<file path="config.mk">
export PLATFORM = sky130hd
export DESIGN_NAME = sm83_alu_with_flags
export DESIGN_NICKNAME = d
export VERILOG_FILES = /design/src/sv/sm83_alu_pkg.sv /design/src/sv/sm83_alu_with_flags.sv /design/src/sv/sm83_alu_core.sv
export SDC_FILE = /design/constraint.sdc
export NUM_CORES = 1
export LEC_CHECK = 0
export BUFFER_PORTS_ARGS = -buffer_cell sky130_fd_sc_hd__clkbuf_2
export CORE_AREA = 2 2 119 121
export DETAILED_ROUTE_END_ITERATION = 16
export DIE_AREA = 0 0 121 123
export PLACE_DENSITY_LB_ADDON = 0.1
export SKIP_LAST_GASP = 1
export SYNTH_ARGS = -nofsm -noshare
export SYNTH_HDL_FRONTEND = slang
export SYNTH_HIERARCHICAL = 1
export SYNTH_SLANG_ARGS = --single-unit
</file>
<file path="constraint.sdc">
create_clock -name clk_i -period 4.4 [get_ports clk_i]
set_input_delay 0.44 -clock clk_i [delete_from_list [all_inputs] [get_ports clk_i]]
set_output_delay 0.44 -clock clk_i [all_outputs]
set_load 0.02 [all_outputs]
</file>
<file path="src/sv/sm83_alu_pkg.sv">
`default_nettype none
package sm83_alu_pkg;

  typedef enum logic [5:0] {
    OP_ADD    = 6'd0,
    OP_ADC    = 6'd1,
    OP_SUB    = 6'd2,
    OP_SBC    = 6'd3,
    OP_AND    = 6'd4,
    OP_OR     = 6'd5,
    OP_XOR    = 6'd6,
    OP_CP     = 6'd7,
    OP_INC    = 6'd8,
    OP_DEC    = 6'd9,
    OP_SWAP   = 6'd10,
    OP_DAA    = 6'd11,
    OP_CPL    = 6'd12,
    OP_CCF    = 6'd13,
    OP_SCF    = 6'd14,
    OP_RLCA   = 6'd15,
    OP_RLA    = 6'd16,
    OP_RRCA   = 6'd17,
    OP_RRA    = 6'd18,
    OP_RLC    = 6'd19,
    OP_RL     = 6'd20,
    OP_RRC    = 6'd21,
    OP_RR     = 6'd22,
    OP_SLA    = 6'd23,
    OP_SRA    = 6'd24,
    OP_SRL    = 6'd25,
    OP_BIT    = 6'd26,
    OP_SET    = 6'd27,
    OP_RES    = 6'd28,
    OP_ADD16  = 6'd29,
    OP_ADD_SP = 6'd30,
    OP_INC16  = 6'd31,
    OP_DEC16  = 6'd32
  } alu_op_e;

  localparam logic [7:0] DaaLowAdj  = 8'h06;
  localparam logic [7:0] DaaHighAdj = 8'h60;
  localparam logic [9:0] DaaHighLim = 10'h09F;

  typedef struct packed {
    logic [5:0]  cmd;
    logic [15:0] operand_a;
    logic [15:0] operand_b;
    logic [2:0]  bit_index;
    logic        zero_in;
    logic        sub_in;
    logic        half_in;
    logic        carry_in;
  } alu_req_t;

  typedef struct packed {
    logic [15:0] result;
    logic        writes_result;
    logic        zero_out;
    logic        sub_out;
    logic        half_out;
    logic        carry_out;
  } alu_res_t;

endpackage
`default_nettype wire

</file>
<file path="src/sv/sm83_alu_with_flags.sv">
`default_nettype none
// Arithmetic and logic unit of an SM83 style 8-bit CPU with the Z, N, H and C flags. Each input
// beat carries an operation, two operands, a bit index and the incoming flags; each output beat
// carries the result, the four new flags and whether the destination is written. An input
// register feeds one pass of combinational logic into a result register, so a beat is accepted
// every cycle while the input is not held back; a beat moves into the result register as soon as
// that register is free and is offered from there until taken. The result register decouples the
// two sides, and a stalled output holds back input only once both registers are full.
module sm83_alu_with_flags
  import sm83_alu_pkg::*;
(
  input  wire logic        clk_i,
  input  wire logic        rst_ni,
  input  wire logic        in_valid_i,
  output      logic        in_ready_o,
  input  wire logic [5:0]  cmd_i,
  input  wire logic [15:0] operand_a_i,
  input  wire logic [15:0] operand_b_i,
  input  wire logic [2:0]  bit_index_i,
  input  wire logic        zero_in_i,
  input  wire logic        sub_in_i,
  input  wire logic        half_in_i,
  input  wire logic        carry_in_i,
  output      logic        out_valid_o,
  input  wire logic        out_ready_i,
  output      logic [15:0] result_o,
  output      logic        writes_result_o,
  output      logic        zero_out_o,
  output      logic        sub_out_o,
  output      logic        half_out_o,
  output      logic        carry_out_o
);

  alu_req_t req_q;
  alu_req_t req_d;
  alu_res_t res_q;
  alu_res_t res_d;
  logic     req_valid_q;
  logic     req_valid_d;
  logic     res_valid_q;
  logic     res_valid_d;
  logic     res_free;
  logic     in_fire;
  logic     req_move;

  assign res_free   = !res_valid_q || out_ready_i;
  assign req_move   = req_valid_q && res_free;
  assign in_ready_o = !req_valid_q || res_free;
  assign in_fire    = in_valid_i && in_ready_o;

  always_comb begin
    req_d.cmd       = cmd_i;
    req_d.operand_a = operand_a_i;
    req_d.operand_b = operand_b_i;
    req_d.bit_index = bit_index_i;
    req_d.zero_in   = zero_in_i;
    req_d.sub_in    = sub_in_i;
    req_d.half_in   = half_in_i;
    req_d.carry_in  = carry_in_i;
  end

  sm83_alu_core u_core (
    .req_i(req_q),
    .res_o(res_d)
  );

  always_comb begin
    req_valid_d = req_valid_q;
    if (in_fire) begin
      req_valid_d = 1'b1;
    end else if (req_move) begin
      req_valid_d = 1'b0;
    end
    res_valid_d = res_valid_q;
    if (req_move) begin
      res_valid_d = 1'b1;
    end else if (out_ready_i) begin
      res_valid_d = 1'b0;
    end
  end

  always_ff @(posedge clk_i or negedge rst_ni) begin
    if (!rst_ni) begin
      req_valid_q <= 1'b0;
      res_valid_q <= 1'b0;
    end else begin
      req_valid_q <= req_valid_d;
      res_valid_q <= res_valid_d;
    end
  end

  always_ff @(posedge clk_i) begin
    if (in_fire) begin
      req_q <= req_d;
    end
    if (req_move) begin
      res_q <= res_d;
    end
  end

  assign out_valid_o     = res_valid_q;
  assign result_o        = res_q.result;
  assign writes_result_o = res_q.writes_result;
  assign zero_out_o      = res_q.zero_out;
  assign sub_out_o       = res_q.sub_out;
  assign half_out_o      = res_q.half_out;
  assign carry_out_o     = res_q.carry_out;

endmodule
`default_nettype wire

</file>
<file path="src/sv/sm83_alu_core.sv">
`default_nettype none
module sm83_alu_core
  import sm83_alu_pkg::*;
(
  input  alu_req_t req_i,
  output alu_res_t res_o
);

  logic [7:0]  a;
  logic [7:0]  b;
  logic [15:0] wa;
  logic [15:0] wb;
  logic        cin;
  logic [8:0]  add9;
  logic [8:0]  sub9;
  logic [8:0]  add_cb;
  logic [8:0]  sub_cb;
  logic        daa_lo;
  logic        daa_hi;
  logic [9:0]  daa_t1;
  logic [9:0]  daa_t2;
  logic [7:0]  daa_s1;
  logic [7:0]  daa_s2;
  logic [7:0]  daa_res;
  logic        daa_c;
  logic [16:0] add17;
  logic [16:0] add17_cb;
  logic [15:0] sext;
  logic [15:0] sp_res;
  logic [15:0] sp_cb;
  logic [7:0]  mask;
  logic [7:0]  r8;

  assign a    = req_i.operand_a[7:0];
  assign b    = req_i.operand_b[7:0];
  assign wa   = req_i.operand_a;
  assign wb   = req_i.operand_b;
  assign cin  = ((req_i.cmd == OP_ADC) || (req_i.cmd == OP_SBC)) & req_i.carry_in;
  assign mask = 8'd1 << req_i.bit_index;

  assign add9   = {1'b0, a} + {1'b0, b} + {8'd0, cin};
  assign sub9   = {1'b0, a} - {1'b0, b} - {8'd0, cin};
  assign add_cb = {1'b0, a} ^ {1'b0, b} ^ add9;
  assign sub_cb = {1'b0, a} ^ {1'b0, b} ^ sub9;

  assign daa_lo  = req_i.half_in || (a[3:0] > 4'd9);
  assign daa_t1  = {2'b00, a} + (daa_lo ? {2'b00, DaaLowAdj} : 10'd0);
  assign daa_hi  = req_i.carry_in || (daa_t1 > DaaHighLim);
  assign daa_t2  = daa_t1 + (daa_hi ? {2'b00, DaaHighAdj} : 10'd0);
  assign daa_s1  = a - (req_i.half_in ? DaaLowAdj : 8'd0);
  assign daa_s2  = daa_s1 - (req_i.carry_in ? DaaHighAdj : 8'd0);
  assign daa_res = req_i.sub_in ? daa_s2 : daa_t2[7:0];
  assign daa_c   = req_i.carry_in | (~req_i.sub_in & daa_t2[8]);

  assign add17    = {1'b0, wa} + {1'b0, wb};
  assign add17_cb = {1'b0, wa} ^ {1'b0, wb} ^ add17;

  assign sext   = {{8{b[7]}}, b};
  assign sp_res = wa + sext;
  assign sp_cb  = wa ^ sext ^ sp_res;

  always_comb begin
    r8                  = 8'd0;
    res_o.result        = 16'd0;
    res_o.writes_result = 1'b1;
    res_o.zero_out      = req_i.zero_in;
    res_o.sub_out       = req_i.sub_in;
    res_o.half_out      = req_i.half_in;
    res_o.carry_out     = req_i.carry_in;
    case (req_i.cmd)
      OP_ADD, OP_ADC: begin
        r8              = add9[7:0];
        res_o.zero_out  = (r8 == 8'd0);
        res_o.sub_out   = 1'b0;
        res_o.half_out  = add_cb[4];
        res_o.carry_out = add_cb[8];
      end
      OP_SUB, OP_SBC, OP_CP: begin
        r8              = sub9[7:0];
        res_o.zero_out  = (r8 == 8'd0);
        res_o.sub_out   = 1'b1;
        res_o.half_out  = sub_cb[4];
        res_o.carry_out = sub_cb[8];
        if (req_i.cmd == OP_CP) begin
          r8                  = 8'd0;
          res_o.writes_result = 1'b0;
        end
      end
      OP_AND, OP_OR, OP_XOR: begin
        if (req_i.cmd == OP_AND) begin
          r8 = a & b;
        end else if (req_i.cmd == OP_OR) begin
          r8 = a | b;
        end else begin
          r8 = a ^ b;
        end
        res_o.zero_out  = (r8 == 8'd0);
        res_o.sub_out   = 1'b0;
        res_o.half_out  = (req_i.cmd == OP_AND);
        res_o.carry_out = 1'b0;
      end
      OP_INC: begin
        r8             = a + 8'd1;
        res_o.zero_out = (r8 == 8'd0);
        res_o.sub_out  = 1'b0;
        res_o.half_out = (a[3:0] == 4'hF);
      end
      OP_DEC: begin
        r8             = a - 8'd1;
        res_o.zero_out = (r8 == 8'd0);
        res_o.sub_out  = 1'b1;
        res_o.half_out = (a[3:0] == 4'h0);
      end
      OP_SWAP: begin
        r8              = {a[3:0], a[7:4]};
        res_o.zero_out  = (r8 == 8'd0);
        res_o.sub_out   = 1'b0;
        res_o.half_out  = 1'b0;
        res_o.carry_out = 1'b0;
      end
      OP_DAA: begin
        r8              = daa_res;
        res_o.zero_out  = (r8 == 8'd0);
        res_o.half_out  = 1'b0;
        res_o.carry_out = daa_c;
      end
      OP_CPL: begin
        r8             = ~a;
        res_o.sub_out  = 1'b1;
        res_o.half_out = 1'b1;
      end
      OP_CCF, OP_SCF: begin
        res_o.writes_result = 1'b0;
        res_o.sub_out       = 1'b0;
        res_o.half_out      = 1'b0;
        res_o.carry_out     = (req_i.cmd == OP_SCF) | ~req_i.carry_in;
      end
      OP_RLCA, OP_RLC, OP_RLA, OP_RL, OP_SLA: begin
        if ((req_i.cmd == OP_RLCA) || (req_i.cmd == OP_RLC)) begin
          r8 = {a[6:0], a[7]};
        end else if ((req_i.cmd == OP_RLA) || (req_i.cmd == OP_RL)) begin
          r8 = {a[6:0], req_i.carry_in};
        end else begin
          r8 = {a[6:0], 1'b0};
        end
        res_o.carry_out = a[7];
        res_o.zero_out  = (req_i.cmd != OP_RLCA) && (req_i.cmd != OP_RLA) && (r8 == 8'd0);
        res_o.sub_out   = 1'b0;
        res_o.half_out  = 1'b0;
      end
      OP_RRCA, OP_RRC, OP_RRA, OP_RR, OP_SRA, OP_SRL: begin
        if ((req_i.cmd == OP_RRCA) || (req_i.cmd == OP_RRC)) begin
          r8 = {a[0], a[7:1]};
        end else if ((req_i.cmd == OP_RRA) || (req_i.cmd == OP_RR)) begin
          r8 = {req_i.carry_in, a[7:1]};
        end else if (req_i.cmd == OP_SRA) begin
          r8 = {a[7], a[7:1]};
        end else begin
          r8 = {1'b0, a[7:1]};
        end
        res_o.carry_out = a[0];
        res_o.zero_out  = (req_i.cmd != OP_RRCA) && (req_i.cmd != OP_RRA) && (r8 == 8'd0);
        res_o.sub_out   = 1'b0;
        res_o.half_out  = 1'b0;
      end
      OP_BIT: begin
        res_o.writes_result = 1'b0;
        res_o.zero_out      = ((a & mask) == 8'd0);
        res_o.sub_out       = 1'b0;
        res_o.half_out      = 1'b1;
      end
      OP_SET: begin
        r8 = a | mask;
      end
      OP_RES: begin
        r8 = a & ~mask;
      end
      OP_ADD16: begin
        res_o.result    = add17[15:0];
        res_o.sub_out   = 1'b0;
        res_o.half_out  = add17_cb[12];
        res_o.carry_out = add17_cb[16];
      end
      OP_ADD_SP: begin
        res_o.result    = sp_res;
        res_o.zero_out  = 1'b0;
        res_o.sub_out   = 1'b0;
        res_o.half_out  = sp_cb[4];
        res_o.carry_out = sp_cb[8];
      end
      OP_INC16: begin
        res_o.result = wa + 16'd1;
      end
      OP_DEC16: begin
        res_o.result = wa - 16'd1;
      end
      default: begin
        res_o.writes_result = 1'b0;
      end
    endcase
    if ((req_i.cmd != OP_ADD16) && (req_i.cmd != OP_ADD_SP) &&
        (req_i.cmd != OP_INC16) && (req_i.cmd != OP_DEC16)) begin
      res_o.result = {8'd0, r8};
    end
  end

endmodule
`default_nettype wire

</file>
# [Yosys cells after proc, flatten, opt, wreduce, memory -nomap -nowiden]
# Cells that the tools add are included.
[op_classes] eq_ne=41 bitwise_logic=21 reduce_logical=46 n_lt_le_gt_ge=2 add_sub_neg=14 shifts=1 mux=29
[ops] op="$eq 6x5->1 const B" n=16
[ops] op="$pmux 8 s12" n=1
[ops] op="$mux 8" n=11
[ops] op="$logic_not 8->1" n=10
[ops] op="$pmux 16 s4" n=1
[ops] op="$eq 6x4->1 const B" n=8
[ops] op="$ne 6x5->1 const B" n=6
[ops] op="$xor 9x9->9" n=4
[ops] op="$reduce_or 27->1" n=1
[ops] op="$and 8x8->8" n=3
[ops] op="$eq 6x3->1 const B" n=4
[ops] op="$reduce_or 23->1" n=1
[ops] op="$pmux 1 s9" n=2
[ops] op="$add 16x16->17" n=1
[ops] op="$xor 17x17->17" n=1
[ops] op="$add 16x1->16 const B" n=1
[ops] op="$add 16x16->16" n=1
[ops] op="$not 8->8" n=2
[ops] op="$or 8x8->8" n=2
[ops] op="$sub 16x1->16 const B" n=1
[ops] op="$xor 16x16->16" n=1
[ops] op="$xor 8x8->8" n=2
[ops] op="$reduce_or 15->1" n=1
[ops] op="$mux 7" n=2
[ops] op="37 further kinds" n=71
[totals] register_bits=68 input_bits=49 elab_cells=171

# [Logic depth before layout (Yosys ltp)]
[depth] depth_word=11 depth_mapped=21

# [By module]
# The synthesis kept the hierarchy.
[modules_own_cells] module="sm83_alu_core" cells_per_inst=785 n_inst=1 seq_area_each_um2=0.0 area_each_um2=5307.6
[modules_own_cells] module="sm83_alu_with_flags" cells_per_inst=74 n_inst=1 seq_area_each_um2=2031.9 area_each_um2=2085.8

# [Worst setup path before layout]
# Ideal clock, no wire load.
[synth_timing] kind="reg-to-reg" start="register req_q[24] (netlist bit)" end="register res_q, in the netlist zero_out_o, data pin" path_buffers=1 setup_time_ns=0.261 t_arrival_ns=4.478 t_required_ns=4.139 path_stages_with_launch=21 slack_ns=-0.339 synth_period_minus_slack_ns=4.739 path_cell_list="edfxtp_1 buf_2 inv_1 ha_1 o21ai_0 a21o_1 ha_1 inv_1 fa_1 nor2_1 nand3_1 nand2_1 o311ai_0 ha_1 fa_1 or3_1 a21oi_1 a21oi_1 xnor2_1 nor2_1 o32a_1"
[synth_lines] item="start, declared" line_no="sm83_alu_with_flags.sv:34" text="alu_req_t req_q;"
[synth_lines] item="start signal, assigned" line_no="sm83_alu_with_flags.sv:94" text="req_q <= req_d;"
[synth_lines] item="end signal, assigned" line_no="sm83_alu_with_flags.sv:97" text="res_q <= res_d;"
[synth_lines] item="end, declared" line_no="sm83_alu_with_flags.sv:36" text="alu_res_t res_q;"

==> summary.txt <==
Outcome
  – Status: finished clean

Die
  – Die height: 123 microns
  – Row count: 43
  – I/O pin cnt: 72
  – Initial core utilization: 54.32%
  – Die W: 121 microns
  – Core Area: 0.01361 sq mm
  – Full die area: 0.01488 sq mm

GRT
  – Total gr overflow: 0
  – Vias in the first global route: 7,008
  – First-pass GRT wire length: 39.79 mm
  – Initial antenna violation count: 0
  – Largest net degree at the start of global routing: 46
  – Gr usage total: 35.80%

Final layout
  – Layout cell share with drive strength beyond 1: 14.96%
  – Finished Layout Cells: 1,109
  – Nets@finish: 1,057
  – # diodes: 0
  – Fin util: 61.41%
  – Growth of design area from synthesis to finish: 13.06%

Logic synthesis
  – Sequential share of the synthesized area: 27.48%
  – Post-Synth Adder-Cell Area: 15.03%
  – Area contributors post-synth: edfxtp_1 27%, ha_1 13%, xnor2_1 5.1%, a21oi_1 4.9%, o21ai_0 4.1%
  – Compound-Gate Fraction of Synth Area: 24.67%
  – Count leader, synth: ha_1
  – Synthesized Nets: 992
  – Syn Std Cell Area: 0.007393 sq mm
  – Xor/xnor share of the synthesized area: 7.226%
  – Number of synthesized flops with an enable pin: 66
  – Top-area cell type share of the netlist area: 26.81%
  – FF+latch count, synth: 68
  – Largest family of logic cells by synthesized area: compound AO/OA/AOI/OAI gates
  – Synth cell count leaders: 76 x ha_1, 73 x a21oi_1, 68 x nor2_1
  – Syn avg cell area: 8.607 sq um
  – Synth warn: 6
  – Mux cell area share after synthesis: 2.200%
  – Asr flop ratio synth: 2.941%
  – Cell count after synthesis: 859
  – Synth unique cells: 76
  – Post-Synth Simple-Gate Area: 18.26%
  – Cell taking the most area after synthesis: edfxtp_1
  – Top_reg_cell synth: edfxtp_1

STA
  – Final Cycle Share: 97.60%
  – FMAX: 232.9 MHz
  – Slew HR: 41.85%
  – Final setup vio count: 0
  – Hold Fails Final Rpt: 0
  – Clk_skew: 0.01765 ns
  – Final min period: 4.294 ns
  – Worst-Margin Slew: 0.8691 ns
  – Final Max Slew Viols: 0

Clock tree
  – CTS sink count: 68
  – Reg clk slew, reported paths: 0.08 ns
  – Cts bufs inserted: 9
  – Clk Latency, worst-skew pair: 0.36 ns
  – CTS root buf: clkbuf_16
  – H-tree Lvls: 3
  – CTS tree: done
  – Clk buf depth: 2

Routing
  – Drt wl/cell: 23.92 microns
  – Iteration-0 DRC Markers: 1,205
  – Via count: 7,573
  – DRC violations left: 0
  – Drt first pass iters: 9
  – Drt total wl: 26.53 mm
  – DR vias/cell: 6.829
  – DRT antenna net count: 0

Hold path
  – Worst Hold Path EP: req_q[1]
  – Hold depth: 1
  – HP Class: input port to flip-flop
  – Hold path start: half_in_i

Critical path
  – CP required: 4.51 ns
  – Worst r2r src: req_q[24]
  – RR Endpoint: zero_out_o
  – Worst reg-to-reg setup slack: 0.11 ns
  – R2R cell count: 17
  – Peak fanout along the critical path: 6
  – Arrival @ worst endpoint: 4.40 ns
  – CP Launch Type: flip-flop
  – Crit. End Element: flip-flop
  – Critical setup path kind: flip-flop to flip-flop

Place
  – Detailed placement HPWL: 19.82 mm
  – Number of port buffers: 71
  – Placed cells: 1,088
  – Routability cong.: 1.030

Power
  – Leak: 0.003351 uW
  – Peak VDD IR: 256.5 uV
  – Pwr dens: 284.2 mW/mm^2

Job
  – Number of max-cap violations: 0
[sequential cells by signal (all words and copies together), names as in the netlist]
name             flops
req_q               45
result_o            16
carry_out_o          1
half_out_o           1
out_valid_o          1
req_valid_q          1
sub_out_o            1
writes_result_o      1
zero_out_o           1
[power breakdown]
part	switching [uW]	total, uW	leakage (uW)	internal, uW
registers	44.0	817	0.000661	773
clock network	342	733	0.000131	391
logic	519	825	0.00256	306
total	905	2380	0.00335	1470
[how the worst max path moves through the flow]
stage / endpoint / startpoint / slack (ns) / cells after the start
2_1_floorplan: zero_out_o / req_q[24] / 0.001 / 20
3_3_place_gp: zero_out_o / req_q[24] / 0.27 / 19
3_5_place_dp: zero_out_o / req_q[23] / 0.07 / 19
4_1_cts: zero_out_o / req_q[23] / 0.05 / 19
5_1_grt: zero_out_o / req_q[24] / -0.01 / 19
6_report: zero_out_o / req_q[24] / 0.11 / 17
[final cells by class]
class                   count  area [sq um]
clock buffers               9         225.2
well taps                 180         225.2
inverters                  45         172.7
clock inverters             7         60.06
repair buffers            101         583.1
multi-input cells         699          5061
flip-flops and latches     68          2032
fillers                  1164          5253
[metrics by stage]
stage	setup slack, ns	hold slack [ns]	power [uW]	instance area, sq um	setup TNS [ns]
finish	0.1057	0.2527	2375	8359	0
global route	-0.01306	0.2490	2467	8359	-0.01306
CTS	0.04505	0.2447	2350	8313	0
detailed placement	0.07209	0.2290	1614	8018	0
global placement	0.2690	0.2246	1600	8018	0
floorplan	0.001469	0.1444	1374	7467	0
[worst max-delay path, stage by stage (launching register included)]
cell,delay [ns]
edfxtp_1,0.41
clkinvlp_4,0.16
ha_4,0.20
o21ai_2,0.17
a21o_1,0.19
ha_2,0.20
inv_2,0.04
fa_2,0.37
or2_1,0.31
xnor2_1,0.16
ha_2,0.22
fa_2,0.33
or3_1,0.35
a21oi_1,0.13
a21oi_1,0.08
xnor2_1,0.29
nor2_1,0.07
o32a_1,0.34
[what timing repair did]
action	CTS	global route
setup endpoints to repair	0	3
endpoints found under the hold margin	2	0
resized for setup	0	3
buffers inserted	0	4
hold buffers	1	0
[placed cells by master (no fill, tap or decap), types with 5 or more instances in the layout]
cell / count
o21a_1: 5
o21bai_1: 7
nand2_1: 55
edfxtp_1: 66
mux2i_1: 14
nor2b_1: 16
o2111ai_1: 6
ha_1: 72
clkbuf_2: 71
buf_4: 29
a22oi_1: 9
nor3b_1: 6
o22ai_1: 10
o211ai_1: 9
and2_1: 5
a211oi_1: 11
nand4_1: 12
o21ai_0: 60
fa_1: 6
xnor2_1: 43
a221oi_1: 6
nand2b_1: 13
nor2_1: 67
and3_1: 8
clkbuf_16: 9
a31oi_1: 10
or3_1: 9
a21o_1: 16
inv_1: 43
a21oi_1: 73
a221o_1: 6
nand3_1: 18
xor2_1: 18
o221ai_1: 9
nor3_1: 24
[kinds of logic (layout without fill, tap and decap cells)]
family                     after synthesis  in the layout
AOI/OAI and AO/OA                      278            278
xor gates and xnor gates                61             61
adders and majority gates               84             84
buffers and inverters                   92            162
DFF                                     68             68
muxes                                   16             16
and+or+nand+nor                        260            260
[metal layers]
metal | global-route usage [%] | part of all wire [%] | vias up
met1 | 47.46 | 41 | 3585
met4 | 18.68 | 5.1 | 0
met2 | 54.56 | 44 | 519
met5 | 0 | 0 | -
li1 | - | - | 3365
met3 | 8.210 | 11 | 104
Note: power is estimated with default switching activity, not from simulation.
